File: config.mk
export PLATFORM = sky130hd
export DESIGN_NAME = prpm_mulmod
export DESIGN_NICKNAME = d
export VERILOG_FILES = /design/src/sv/polynomial_remainder_mod_p_unit_assert.svh /design/src/sv/prpm_pkg.sv /design/src/sv/prpm_mulmod.sv
export SDC_FILE = /design/constraint.sdc
export NUM_CORES = 1
export LEC_CHECK = 0
export BUFFER_PORTS_ARGS = -buffer_cell sky130_fd_sc_hd__buf_4
export CORE_MARGIN = 1.5
export CORE_UTILIZATION = 25
export DETAILED_ROUTE_END_ITERATION = 8
export PLACE_DENSITY_LB_ADDON = 0.05
export SYNTH_ARGS = -nofsm -noshare
export SYNTH_HDL_FRONTEND = slang
export SYNTH_SLANG_ARGS = --single-unit
File: constraint.sdc
create_clock -name i_clk -period 10.3 [get_ports i_clk]
set_input_delay 2.06 -clock i_clk [delete_from_list [all_inputs] [get_ports i_clk]]
set_output_delay 2.06 -clock i_clk [all_outputs]
set_load 0.01 [all_outputs]
File: src/sv/polynomial_remainder_mod_p_unit_assert.svh
// assertion macros shared by the polynomial remainder unit
`ifndef POLYNOMIAL_REMAINDER_MOD_P_UNIT_ASSERT_SVH
`define POLYNOMIAL_REMAINDER_MOD_P_UNIT_ASSERT_SVH

// same-cycle implication, checked out of reset
`define PRPM_ASSERT_IMP(lbl, clk, rst_n, ante, cons) \
    lbl: assert property (@(posedge clk) disable iff (!rst_n) (ante) |-> (cons)) \
        else $error("prpm assertion failed");

// next-cycle implication, checked out of reset
`define PRPM_ASSERT_NXT(lbl, clk, rst_n, ante, cons) \
    lbl: assert property (@(posedge clk) disable iff (!rst_n) (ante) |=> (cons)) \
        else $error("prpm assertion failed");

`endif

File: src/sv/prpm_pkg.sv
// shared types and constants of the polynomial remainder unit
`timescale 1ns / 1ps

package prpm_pkg;

    localparam int COEFF_W    = 32;
    localparam int MAX_DEGREE = 63;
    localparam int DEPTH      = MAX_DEGREE + 1;
    localparam int ADDR_W     = $clog2(DEPTH);
    localparam int BITCNT_W   = $clog2(COEFF_W);

    typedef logic [COEFF_W-1:0] t_coef;
    typedef logic [ADDR_W-1:0]  t_addr;

    // status of the modular multiplier
    typedef struct packed {
        logic busy;
        logic done;
    } t_mul_stat;

endpackage

File: src/sv/prpm_mulmod.sv
// bit-serial modular multiplier, one multiplier bit per cycle
`timescale 1ns / 1ps

module prpm_mulmod (
    input  logic             i_clk,
    input  logic             i_rst_n,
    input  logic             i_start,
    input  prpm_pkg::t_coef  i_a,
    input  prpm_pkg::t_coef  i_b,
    input  prpm_pkg::t_coef  i_m,
    output prpm_pkg::t_coef  o_r,
    output prpm_pkg::t_mul_stat o_stat
);
    import prpm_pkg::*;

    t_coef               r_a, r_b, r_r;
    logic [BITCNT_W-1:0] r_cnt;
    logic                r_busy, r_done;

    logic [COEFF_W:0] w_dbl, w_dbl_red, w_sum, w_sum_red;

    // r = 2r + bit*a, reduced twice
    always_comb begin
        w_dbl     = {r_r, 1'b0};
        w_dbl_red = (w_dbl >= {1'b0, i_m}) ? w_dbl - {1'b0, i_m} : w_dbl;
        w_sum     = w_dbl_red + (r_b[COEFF_W-1] ? {1'b0, r_a} : '0);
        w_sum_red = (w_sum >= {1'b0, i_m}) ? w_sum - {1'b0, i_m} : w_sum;
    end

    // control
    always_ff @(posedge i_clk) begin
        if (!i_rst_n) begin
            r_busy <= 1'b0;
            r_done <= 1'b0;
            r_cnt  <= '0;
        end else begin
            r_done <= 1'b0;
            if (i_start) begin
                r_busy <= 1'b1;
                r_cnt  <= '0;
            end else if (r_busy) begin
                r_cnt <= r_cnt + 1'b1;
                if (r_cnt == BITCNT_W'(COEFF_W - 1)) begin
                    r_busy <= 1'b0;
                    r_done <= 1'b1;
                end
            end
        end
    end

    // datapath
    always_ff @(posedge i_clk) begin
        if (i_start) begin
            r_a <= i_a;
            r_b <= i_b;
            r_r <= '0;
        end else if (r_busy) begin
            r_b <= {r_b[COEFF_W-2:0], 1'b0};
            r_r <= w_sum_red[COEFF_W-1:0];
        end
    end

    assign o_r         = r_r;
    assign o_stat.busy = r_busy;
    assign o_stat.done = r_done;

endmodule

==> results.txt <==
- Count of routing violations after the opening detailed-route iteration: 354
* Maximum number of pins on one net before global-route repair: 48
- Relative to the synthesized area, the layout overhead comes to 19.3%.
- Number of H-tree branching levels: 3
* Vias in the first global route: 8648
- The critical path runs through a total of 31 cells.
- Once the clock tree was built, the resizer swapped 0 gates to a different size.
- Yosys top cell by area: edfxtp_1
- Buffer type at the clock tree root: clkbuf_16
- Floorplan Core Area: 38600 sq um
* Antenna diode instance count: 0
- After detailed routing, the average wire length per cell comes to 19.1 um.
- Setup crit start: i_m[12]
* Gp weighted congestion: 0.847
* Post-detailed-route count of antenna-violating nets: 0
* Top post-synthesis cells by area: edfxtp_1, ha_1, dfxtp_1
* Clock buffers created by TritonCTS: 9
* Height of the chip: 200 um
* Flops & latches, synth: 103
- The share of the Yosys chip area taken by registers is 27.7%.
- The final layout contains 1465 nets.
- Final Instance Count excl. Fillers: 1788
* Setup total negative slack: 0 ns
- Count of different cell masters after synthesis: 70
- Global routing used 17.0% of the available tracks.
- Setup repair after global routing missed its margin: false
- After synthesis, the share of flip-flops with an asynchronous set or reset is 0%.
- Final period demand of the worst path: 9.33 ns
- For this design, the slowest cell found on the critical path is or4b_4.
* Post-CTS repair timing setup buffer count: 0
* Critical Path Max Stage Delay: 0.51 ns
- The flow ran to the end, and the final reports show no timing, DRC or antenna violations.
- The worst path uses 90.6% of the clock period.
- Fin Clk Skew: 0.0168 ns
* Worst Tran Pin Value: 0.799 ns
* Cell area after synthesis: 9750 sq um
- For this design, the sink count on the clock tree is 103.
* Number of antenna violations at the first check in global routing: 0
- Die width: 200 um
* Post-synthesis net count: 1348
* Element type at the critical path start: input pin
* Crit path buf inv count: 2
- WL final: 34200 um
- For the worst-skew pair, the clock arrives at the later sink with an insertion delay of 0.39 ns.
- Cell count after placement: 1772
* Family of cells with the greatest summed delay on the critical path: compound AO/OA/AOI/OAI gates
- For this run, design rule violations remaining after detail routing come to 0.
- Detailed placement finished with a half-perimeter wire length of 27800 um.
- Count of port buffers added during placement: 132
- STA puts the critical path data required time at 10.54 ns.
- After clock tree synthesis, the clock-pin slew on the worst setup and hold paths is 0.08 ns.
- Yosys warning total: 0
- The worst register-to-register path ends at o_r[30].
- The first global-routing pass estimated 51700 um of wire.
- Setup violators final: 0
* Class of the most critical setup path: input pin to flop
* Mean Syn Cell Area: 8.49 sq um
- Number of enable-type register cells in the synthesized netlist: 64
* Post-place setup slack: 0.560 ns
- Number of iterations in the first detailed-routing pass: 5
- Maximum fanout encountered on the critical timing path: 19
- Remaining global-route overflow: 0
* Starting Density: 25.3%
* Max-slew violation count: 0
* Row count: 72
- Path type of the worst min-delay path: flop to flop
* Post-route setup slack: 0.966 ns
- The startpoint identified for the worst register-to-register timing path is o_r[9].
* Ratio of cells with drive above 1 in the final layout: 18.1%
* Worst hold slack: 0.502 ns
* Worst setup path end: o_r[30]
* Fraction of post-synthesis cell area in the top cell type by area: 19.7%
- The worst pin sits at a relative slew slack of 46.7%.
- STA classifies the critical path endpoint as a flop.
* CP Data Arrival Time: 9.57 ns
- In the synthesized netlist, the cells that appear most often are a21oi_1, nor2_1, ha_1.
* Max Buffers Root-to-Sink: 2
- Setup slack on the worst flop-to-flop path: 2.35 ns
- Number of cell instances on the worst register-to-register path: 29
* Number of cells produced by synthesis: 1148
- Max-cap violations in this run came to 0.
- Total number of vias: 8750
* Die area: 40200 sq um
- The number of hold violations in the final report came to 0.
- Leading register cell type out of synthesis: edfxtp_1
- In the post-synthesis netlist, the cell with the most instances is a21oi_1.
- Achievable clock frequency: 107 MHz
* # IOs: 133
- Hold buffer count at cts: 0
* Average vias per placed instance: 4.89
* Clock tree from TritonCTS: built
==> cell usage in the layout (no fill, tap or decap), drive strengths merged, types with 7 or more instances in the layout <==
cell type and count:
inv 73, dfxtp 39, a211oi 19, o221ai 15, nand2b 19, and3 11
nor4 7, o21bai 20, xor2 29, o211ai 21, nor2 100, a21oi 119
and2 37, buf 151, nor3 16, or3 8, a311oi 14, clkbuf 9
nand4 10, ha 98, o21a 16, nand3 35, o21ai 58, nand2 85
edfxtp 64, xnor2 58, a21o 26, mux2 40, nor2b 8
==> cell families (layout without fill, tap and decap cells) <==
group	after synthesis	after routing	synth area share, %
compound gates	353	353	24.1
xor+xnor	89	89	8.32
fa+ha+maj	101	101	13.2
buf+inv	114	236	4.72
flops	103	103	27.7
mux	44	44	5.03
simple gates	344	344	16.9
==> state kept, by name (all words and copies together), names as in the netlist <==
| name | cells |
|---|---|
| o_r | 32 |
| r_a | 32 |
| r_b | 32 |
| r_busy | 1 |
| r_cnt | 5 |
| r_done | 1 |
==> final cells by class <==
type / count / area (sq um)
fillers: 4209 / 26900
multi-input cells: 931 / 6600
flip-flops and latches: 103 / 2700
repair buffers: 151 / 1150
well taps: 518 / 648
inverters: 69 / 259
clock buffers: 9 / 225
clock inverters: 7 / 53.8
==> worst register-to-register path: cells and delay by family, from the launching register on <==
kind	cells	cell delay, ns
AO/OA/AOI/OAI	12	2.93
AND/OR/NAND/NOR	11	2.46
adder cells (fa/ha/maj)	3	1.15
XOR/XNOR	2	0.47
flip-flops	1	0.41
multiplexers	1	0.41
==> worst min path at each step <==
stage | start | end | slack, ns | cells after the start
finish | r_cnt[4] | r_cnt[4] | 0.50 | 2
detailed placement | r_cnt[4] | r_cnt[4] | 0.49 | 2
CTS | r_cnt[4] | r_cnt[4] | 0.51 | 2
floorplan | r_cnt[4] | r_cnt[4] | 0.47 | 2
global route | r_cnt[4] | r_cnt[4] | 0.55 | 2
global placement | r_cnt[4] | r_cnt[4] | 0.48 | 2
==> routing by layer <==
metal  track usage [%]  share of wire [%]  up-vias
met1              25.0                 52     4115
met4              5.59                2.3        0
met5                 0                  0        -
met2              24.9                 42      174
met3              2.89                4.0       27
li1                  -                  -     4434
==> metrics by stage <==
| step | utilization [%] | area, sq um |
|---|---|---|
| detailed placement | 29.5 | 11400 |
| floorplan | - | 9750 |
| global placement | 29.5 | 11400 |
| global route | 30.2 | 11600 |
| CTS | 30.2 | 11600 |
| finish | 30.2 | 11600 |
Power is left out: the tool's default activity adds up to more than one toggle a clock period on the data nets, which glitch-free logic cannot reach.
